$ cat config.mk
export PLATFORM = sky130hd
export DESIGN_NAME = sha256_hash_core
export DESIGN_NICKNAME = d
export VERILOG_FILES = /design/src/hdl/sha_pkg.sv /design/src/hdl/sha256_hash_core.sv
export SDC_FILE = /design/constraint.sdc
export NUM_CORES = 2
export LEC_CHECK = 0
export ABC_CLOCK_PERIOD_IN_PS = 33000
export BUFFER_PORTS_ARGS = -buffer_cell sky130_fd_sc_hd__buf_2
export CORE_MARGIN = 2
export CORE_UTILIZATION = 40
export CTS_CLUSTER_DIAMETER = 120
export CTS_CLUSTER_SIZE = 16
export DETAILED_ROUTE_END_ITERATION = 6
export PLACE_DENSITY = 0.55
export SETUP_SLACK_MARGIN = 0.3
export SLEW_MARGIN = 20
export SYNTH_ARGS = -nofsm -noshare
export SYNTH_HDL_FRONTEND = slang
export SYNTH_SLANG_ARGS = --single-unit
export TNS_END_PERCENT = 10
$ cat constraint.sdc
create_clock -name clk -period 33 [get_ports clk]
set_clock_uncertainty 0.15 [all_clocks]
set_input_delay 4.95 -clock clk [delete_from_list [all_inputs] [get_ports clk]]
set_output_delay 4.95 -clock clk [all_outputs]
set_load 0.01 [all_outputs]
$ cat src/hdl/sha_pkg.sv
// ----------------------------------------------------------------------------
// sha_pkg
// Types, constants and round functions of the SHA-256 hash core.
// ----------------------------------------------------------------------------
package sha_pkg;

  typedef logic [31:0] word_t;

  localparam word_t IV [8] = '{
    32'h6a09e667, 32'hbb67ae85, 32'h3c6ef372, 32'ha54ff53a,
    32'h510e527f, 32'h9b05688c, 32'h1f83d9ab, 32'h5be0cd19
  };

  localparam word_t ROUND_K [64] = '{
    32'h428a2f98, 32'h71374491, 32'hb5c0fbcf, 32'he9b5dba5,
    32'h3956c25b, 32'h59f111f1, 32'h923f82a4, 32'hab1c5ed5,
    32'hd807aa98, 32'h12835b01, 32'h243185be, 32'h550c7dc3,
    32'h72be5d74, 32'h80deb1fe, 32'h9bdc06a7, 32'hc19bf174,
    32'he49b69c1, 32'hefbe4786, 32'h0fc19dc6, 32'h240ca1cc,
    32'h2de92c6f, 32'h4a7484aa, 32'h5cb0a9dc, 32'h76f988da,
    32'h983e5152, 32'ha831c66d, 32'hb00327c8, 32'hbf597fc7,
    32'hc6e00bf3, 32'hd5a79147, 32'h06ca6351, 32'h14292967,
    32'h27b70a85, 32'h2e1b2138, 32'h4d2c6dfc, 32'h53380d13,
    32'h650a7354, 32'h766a0abb, 32'h81c2c92e, 32'h92722c85,
    32'ha2bfe8a1, 32'ha81a664b, 32'hc24b8b70, 32'hc76c51a3,
    32'hd192e819, 32'hd6990624, 32'hf40e3585, 32'h106aa070,
    32'h19a4c116, 32'h1e376c08, 32'h2748774c, 32'h34b0bcb5,
    32'h391c0cb3, 32'h4ed8aa4a, 32'h5b9cca4f, 32'h682e6ff3,
    32'h748f82ee, 32'h78a5636f, 32'h84c87814, 32'h8cc70208,
    32'h90befffa, 32'ha4506ceb, 32'hbef9a3f7, 32'hc67178f2
  };

  localparam logic [7:0] PAD_MARK = 8'h80;
  localparam logic [5:0] LEN_OFFSET = 6'd56;

  function automatic word_t rotr(input word_t x, input int unsigned k);
    rotr = (x >> k) | (x << (32 - k));
  endfunction

  function automatic word_t big_sigma0(input word_t x);
    big_sigma0 = rotr(x, 2) ^ rotr(x, 13) ^ rotr(x, 22);
  endfunction

  function automatic word_t big_sigma1(input word_t x);
    big_sigma1 = rotr(x, 6) ^ rotr(x, 11) ^ rotr(x, 25);
  endfunction

  function automatic word_t small_sigma0(input word_t x);
    small_sigma0 = rotr(x, 7) ^ rotr(x, 18) ^ (x >> 3);
  endfunction

  function automatic word_t small_sigma1(input word_t x);
    small_sigma1 = rotr(x, 17) ^ rotr(x, 19) ^ (x >> 10);
  endfunction

endpackage

$ cat src/hdl/sha256_hash_core.sv
// ----------------------------------------------------------------------------
// sha256_hash_core
// Byte-serial SHA-256 hasher with one shared round unit.
//
//   channel  dir  fields                                 handshake
//   input    in   data_byte, byte_valid, message_end     in_valid / in_stall
//   output   out  digest_word, word_index, last_word     out_valid / out_stall
//
// The item that completes a 64-byte block adds 64 rounds through the single
// round unit and one chain update. An end item adds its padding bytes (up to
// 72 over two blocks), the compressions those bytes complete, and eight digest
// items, h0 first. Reset is synchronous and restores the initial hash values;
// in_stall stays high while padding, compressing or delivering the digest, and
// a stall on the output holds the current digest item.
// ----------------------------------------------------------------------------
module sha256_hash_core
  import sha_pkg::*;
(
  input  logic        clk,
  input  logic        rst,
  input  logic        in_valid,
  output logic        in_stall,
  input  logic [7:0]  data_byte,
  input  logic        byte_valid,
  input  logic        message_end,
  output logic        out_valid,
  input  logic        out_stall,
  output logic [31:0] digest_word,
  output logic [2:0]  word_index,
  output logic        last_word
);

  localparam logic [2:0] ST_IDLE  = 3'd0;
  localparam logic [2:0] ST_PAD   = 3'd1;
  localparam logic [2:0] ST_ROUND = 3'd2;
  localparam logic [2:0] ST_FINAL = 3'd3;
  localparam logic [2:0] ST_OUT   = 3'd4;

  localparam logic [1:0] PH_MARK = 2'd0;
  localparam logic [1:0] PH_ZERO = 2'd1;
  localparam logic [1:0] PH_LEN  = 2'd2;

  logic [2:0]  state;
  logic [1:0]  phase;
  logic        pad_active;
  logic [5:0]  fill_level;
  logic [5:0]  round_index;
  logic [63:0] byte_count;
  logic [2:0]  out_index;
  word_t       chain [8];
  word_t       win [16];
  word_t       va, vb, vc, vd, ve, vf, vg, vh;

  logic        in_accept;
  logic        put_en;
  logic [7:0]  put_byte;
  logic        len_now;
  logic [63:0] len_bits;
  logic [63:0] len_shift;
  logic [7:0]  pad_byte;
  logic [1:0]  phase_next;
  word_t       w_cur;
  word_t       t1;
  word_t       t2;

  assign in_stall  = (state != ST_IDLE);
  assign in_accept = in_valid && !in_stall;

  assign len_bits  = {byte_count[60:0], 3'b000};
  assign len_now   = (phase == PH_LEN) || ((phase == PH_ZERO) && (fill_level == LEN_OFFSET));
  assign len_shift = len_bits >> {(3'd7 - fill_level[2:0]), 3'b000};

  always_comb begin
    unique case (phase)
      PH_MARK: begin
        pad_byte   = PAD_MARK;
        phase_next = PH_ZERO;
      end
      PH_ZERO: begin
        pad_byte   = len_now ? len_shift[7:0] : 8'h00;
        phase_next = len_now ? PH_LEN : PH_ZERO;
      end
      default: begin
        pad_byte   = len_shift[7:0];
        phase_next = PH_LEN;
      end
    endcase
  end

  always_comb begin
    put_en   = (state == ST_PAD) || (in_accept && byte_valid);
    put_byte = (state == ST_PAD) ? pad_byte : data_byte;
  end

  always_comb begin
    if (round_index[5:4] == 2'b00) begin
      w_cur = win[0];
    end else begin
      w_cur = small_sigma1(win[14]) + win[9] + small_sigma0(win[1]) + win[0];
    end
    t1 = vh + big_sigma1(ve) + ((ve & vf) ^ (~ve & vg)) + ROUND_K[round_index] + w_cur;
    t2 = big_sigma0(va) + ((va & vb) ^ (va & vc) ^ (vb & vc));
  end

  assign out_valid   = (state == ST_OUT);
  assign digest_word = chain[out_index];
  assign word_index  = out_index;
  assign last_word   = (out_index == 3'd7);

  // message bytes and schedule words share one shift line
  always_ff @(posedge clk) begin
    if (put_en) begin
      for (int i = 0; i < 15; i++) begin
        win[i] <= {win[i][23:0], win[i + 1][31:24]};
      end
      win[15] <= {win[15][23:0], put_byte};
    end else if (state == ST_ROUND) begin
      for (int i = 0; i < 15; i++) begin
        win[i] <= win[i + 1];
      end
      win[15] <= w_cur;
    end
  end

  always_ff @(posedge clk) begin
    if (put_en && (fill_level == 6'd63)) begin
      va <= chain[0];
      vb <= chain[1];
      vc <= chain[2];
      vd <= chain[3];
      ve <= chain[4];
      vf <= chain[5];
      vg <= chain[6];
      vh <= chain[7];
    end else if (state == ST_ROUND) begin
      vh <= vg;
      vg <= vf;
      vf <= ve;
      ve <= vd + t1;
      vd <= vc;
      vc <= vb;
      vb <= va;
      va <= t1 + t2;
    end
  end

  always_ff @(posedge clk) begin
    if (rst) begin
      state       <= ST_IDLE;
      phase       <= PH_MARK;
      pad_active  <= 1'b0;
      fill_level  <= '0;
      round_index <= '0;
      byte_count  <= '0;
      out_index   <= '0;
      for (int i = 0; i < 8; i++) begin
        chain[i] <= IV[i];
      end
    end else begin
      if (put_en) begin
        fill_level <= fill_level + 6'd1;
      end
      unique case (state)
        ST_IDLE: begin
          if (in_accept) begin
            pad_active <= message_end;
            phase      <= PH_MARK;
            if (byte_valid) begin
              byte_count <= byte_count + 64'd1;
            end
            if (byte_valid && (fill_level == 6'd63)) begin
              state <= ST_ROUND;
            end else if (message_end) begin
              state <= ST_PAD;
            end
          end
        end
        ST_PAD: begin
          phase <= phase_next;
          if (fill_level == 6'd63) begin
            state <= ST_ROUND;
          end
        end
        ST_ROUND: begin
          round_index <= round_index + 6'd1;
          if (round_index == 6'd63) begin
            state <= ST_FINAL;
          end
        end
        ST_FINAL: begin
          chain[0] <= chain[0] + va;
          chain[1] <= chain[1] + vb;
          chain[2] <= chain[2] + vc;
          chain[3] <= chain[3] + vd;
          chain[4] <= chain[4] + ve;
          chain[5] <= chain[5] + vf;
          chain[6] <= chain[6] + vg;
          chain[7] <= chain[7] + vh;
          if (pad_active && (phase == PH_LEN)) begin
            state     <= ST_OUT;
            out_index <= '0;
          end else if (pad_active) begin
            state <= ST_PAD;
          end else begin
            state <= ST_IDLE;
          end
        end
        ST_OUT: begin
          if (!out_stall) begin
            out_index <= out_index + 3'd1;
            if (out_index == 3'd7) begin
              state      <= ST_IDLE;
              pad_active <= 1'b0;
              phase      <= PH_MARK;
              byte_count <= '0;
              fill_level <= '0;
              for (int i = 0; i < 8; i++) begin
                chain[i] <= IV[i];
              end
            end
          end
        end
        default: begin
          state <= ST_IDLE;
        end
      endcase
    end
  end

endmodule
==> flow_summary.json <==
{
  "final_layout_size_suffix_gt1_share_pct": 5.403,
  "postRouteWirelength_microns": 246200,
  "p_leak_nw": 32.80,
  "cellPowerDensity_mw_per_mm2": 54.61,
  "async_flop_share_pct": 0,
  "violations": "design-rule violations",
  "final_min_period_over_clock_period_pct": 34.57,
  "grt-ovfl-total": 0,
  "critical_path.most_common_cell": "sky130_fd_sc_hd__inv_1",
  "critical_path.max_stage_delay_ns": 0.60,
  "drtIter0Drc": 5377,
  "fillCellCount": 18540,
  "timing.critical_path.required_ns": 33.31,
  "report.final.slew_viol_count": 0,
  "min_period_ns": 11.41,
  "worst_hold_path.num_cells": 2,
  "design.portCount": 52,
  "critPathMaxFanout": 5,
  "die_area_sq_mm": 0.1919,
  "antennaDiodeCount": 0,
  "slew-limit-headroom_pct": 14.51,
  "die_y_microns": 438.0,
  "synth_fp_nets": 8945,
  "status": "complete, but fails checks",
  "post_cts_clock_slew_at_the_launch_and_capture_registers_of_the_worst_setup_and_hold_paths_ns": 0.08,
  "cpMaxStageDelayCell": "sky130_fd_sc_hd__o31ai_1",
  "buffer_ports.inserted": 51,
  "routed-via-count": 58710,
  "drt-pass1-iter-count": 7,
  "drc": 1,
  "die_width_microns": 438.0,
  "place.gp.congestion": 0.9500,
  "synth_area_leaders": "sky130_fd_sc_hd__edfxtp_1 (36%), sky130_fd_sc_hd__nand2_1 (12%), sky130_fd_sc_hd__ha_1 (6.8%), sky130_fd_sc_hd__dfxtp_1 (5.7%), sky130_fd_sc_hd__fa_1 (5.2%)",
  "synthesis.area_sq_mm": 0.07535,
  "synth_enable_flop_cells": 896,
  "cts-htree-levels": 3,
  "synth-seq-cells": 1109,
  "synthFlopType": "sky130_fd_sc_hd__edfxtp_1",
  "max_clock_freq_mhz": 87.65,
  "wl_per_cell_microns": 23.15,
  "cts_max_path_buffers": 3,
  "final_core_util_pct": 42.79,
  "yosys.cell_types.count": 101,
  "grt_first_pass_wirelength_microns": 368800,
  "initial_core_utilization_pct": 40.21,
  "tritoncts": "done",
  "design_power_total_mw": 4.379,
  "synthCells": 8322,
  "ir_drop_v": 0.00004439,
  "timing.hold.worst.class": "reg -> reg",
  "cap_violations": 0,
  "slew_at_the_pin_closest_to_its_max_slew_limit_ns": 1.282,
  "critical_path_arrival_ns": 11.71,
  "design.core.area_sq_mm": 0.1874,
  "grt_setup_unrepaired": "false",
  "cts_buffers": 82,
  "timing_worst_setup_path_type": "reg -> reg",
  "grt_start_max_net_pins": 203,
  "finalSetupViolations": 0,
  "cts.sink_count": 1109,
  "synth.largest_area_cell": "sky130_fd_sc_hd__edfxtp_1",
  "placement_rows": 159,
  "first_global_vias": 57750,
  "gr-usage-all-layers_pct": 25.33,
  "drt-vias-per-instance": 5.519,
  "clk_latency_ns": 0.74,
  "launching_element_type_of_the_critical_path": "register",
  "ant_nets": 0,
  "place_area_sq_mm": 0.07783,
  "finalHoldViolCount": 0,
  "synthesis.yosys.warnings": 0,
  "seq_total_area_yosys_pct": 41.36,
  "fin_tns_setup_ns": 0,
  "dp_hpwl_microns": 182500,
  "worstRegToRegCells": 46,
  "number_of_buffers_added_for_setup_after_cts": 0,
  "layout-area-overhead-vs-synth_pct": 6.423,
  "number_of_gates_resized_after_cts": 0,
  "cts.root.buffer_cell": "sky130_fd_sc_hd__clkbuf_16",
  "avgSynthCellArea_sq_um": 9.055,
  "antenna_violations_before_repair": 3,
  "layout.nets": 8715,
  "worstSetupEndpointType": "register",
  "synth_top_area_share_pct": 35.71,
  "cts_hold_bufs": 0,
  "finalInstanceArea_sq_mm": 0.08019
}
-- state kept, by name, indices dropped and copies added, names as in the netlist, named ones only --
signal / flops
vd: 32
vf: 32
byte_count: 61
vc: 32
round_index: 6
chain: 256
pad_active: 1
state: 3
vh: 32
phase: 2
vb: 32
win: 512
fill_level: 6
va: 32
word_index: 3
ve: 32
vg: 32
-- layout by cell type, fill, tap and decap left out, types with 69 or more instances in the layout --
| cell | count |
|---|---|
| sky130_fd_sc_hd__xnor2_1 | 361 |
| sky130_fd_sc_hd__nor2_1 | 441 |
| sky130_fd_sc_hd__fa_1 | 197 |
| sky130_fd_sc_hd__buf_4 | 71 |
| sky130_fd_sc_hd__a21o_1 | 170 |
| sky130_fd_sc_hd__dfxtp_1 | 206 |
| sky130_fd_sc_hd__mux4_2 | 78 |
| sky130_fd_sc_hd__ha_1 | 412 |
| sky130_fd_sc_hd__clkbuf_16 | 82 |
| sky130_fd_sc_hd__nand2_1 | 2399 |
| sky130_fd_sc_hd__nor3_1 | 92 |
| sky130_fd_sc_hd__nand3_1 | 101 |
| sky130_fd_sc_hd__edfxtp_1 | 896 |
| sky130_fd_sc_hd__inv_1 | 471 |
| sky130_fd_sc_hd__o21ai_0 | 366 |
| sky130_fd_sc_hd__a21oi_1 | 463 |
| sky130_fd_sc_hd__xor2_1 | 259 |
| sky130_fd_sc_hd__nand2b_1 | 69 |
-- metrics by stage --
stage / cells / hold slack [ns] / setup slack [ns]
after floorplan: 8322 / 0.2916 / 14.93
after CTS: 10640 / 0.3237 / 21.64
after global placement: 10500 / 0.3031 / 21.61
after global routing: 10640 / 0.3344 / 21.04
after detailed placement: 10500 / 0.3123 / 21.69
final: 10640 / 0.3257 / 21.59
-- synth_stat cells (all sizes together) (9+ instances only) --
master / n
a211o: 12
a211oi: 53
a21boi: 9
a21o: 171
a21oi: 464
a221oi: 11
a31o: 13
a31oi: 36
and2: 28
and3: 44
and4: 10
buf: 34
clkbuf: 408
dfxtp: 213
edfxtp: 896
fa: 197
ha: 412
inv: 471
mux2: 67
mux2i: 30
mux4: 78
nand2: 2403
nand2b: 70
nand3: 101
nand4: 40
nor2: 445
nor2b: 55
nor3: 95
nor3b: 13
o211ai: 47
o21a: 59
o21ai: 388
o21bai: 54
o221ai: 12
o22ai: 22
o311ai: 12
o31a: 9
o31ai: 22
o41ai: 9
or2: 10
or3: 44
xnor2: 361
xor2: 259
-- logic make-up (layout without fill, tap and decap cells) --
| family | Yosys count | after routing | share of synthesized area, % |
|---|---|---|---|
| flip-flops | 1109 | 1109 | 41.36 |
| XOR/XNOR | 621 | 621 | 7.236 |
| buffers and inverters | 917 | 738 | 4.579 |
| adder cells (fa/ha/maj) | 614 | 614 | 12.14 |
| AO/OA/AOI/OAI | 1493 | 1493 | 12.41 |
| AND/OR/NAND/NOR | 3393 | 3393 | 18.54 |
| multiplexers | 175 | 175 | 3.731 |
-- critical path, delay by kind of cell, from the launching register on --
family          cells  cell delay [ns]
compound gates     16             3.46
xor+xnor            6             1.40
buf+inv             8             0.54
flops               1             0.51
simple gates        6             0.79
fa+ha+maj          10             4.27
-- area by class of cell --
class	count	area (sq um)	share of cell area (%)
Sequential cell	1109	31190	38.89
Tap cell	2495	3122	3.893
Inverter	474	1782	2.222
Multi-Input combinational cell	6296	40830	50.91
Clock buffer	122	2212	2.758
Clock inverter	13	143.9	0.1794
Timing Repair Buffer	129	919.6	1.147
-- path summary, 6_finish.rpt --
kind | start | end | slack, ns
worst max-delay path | win[1][212] | va[31] | 21.59
worst min-delay path | pad_active | pad_active | 0.33
worst max register to register | win[1][212] | va[31] | 21.59
worst min register to register | pad_active | pad_active | 0.33
-- power breakdown --
group	total [mW]	switching, mW	internal [mW]
Sequential	1.73	0.0745	1.66
Clock	1.01	0.543	0.470
Combinational	1.63	0.969	0.666
-- per-layer routing --
layer	track usage, %	up-vias	routed length (microns)
met4	10.20	0	10860
met2	42.20	1722	117300
li1	-	27890	-
met5	0	-	0
met3	2.381	347	12210
met1	33.90	28740	105800
Note: power is estimated with default switching activity, not from simulation.
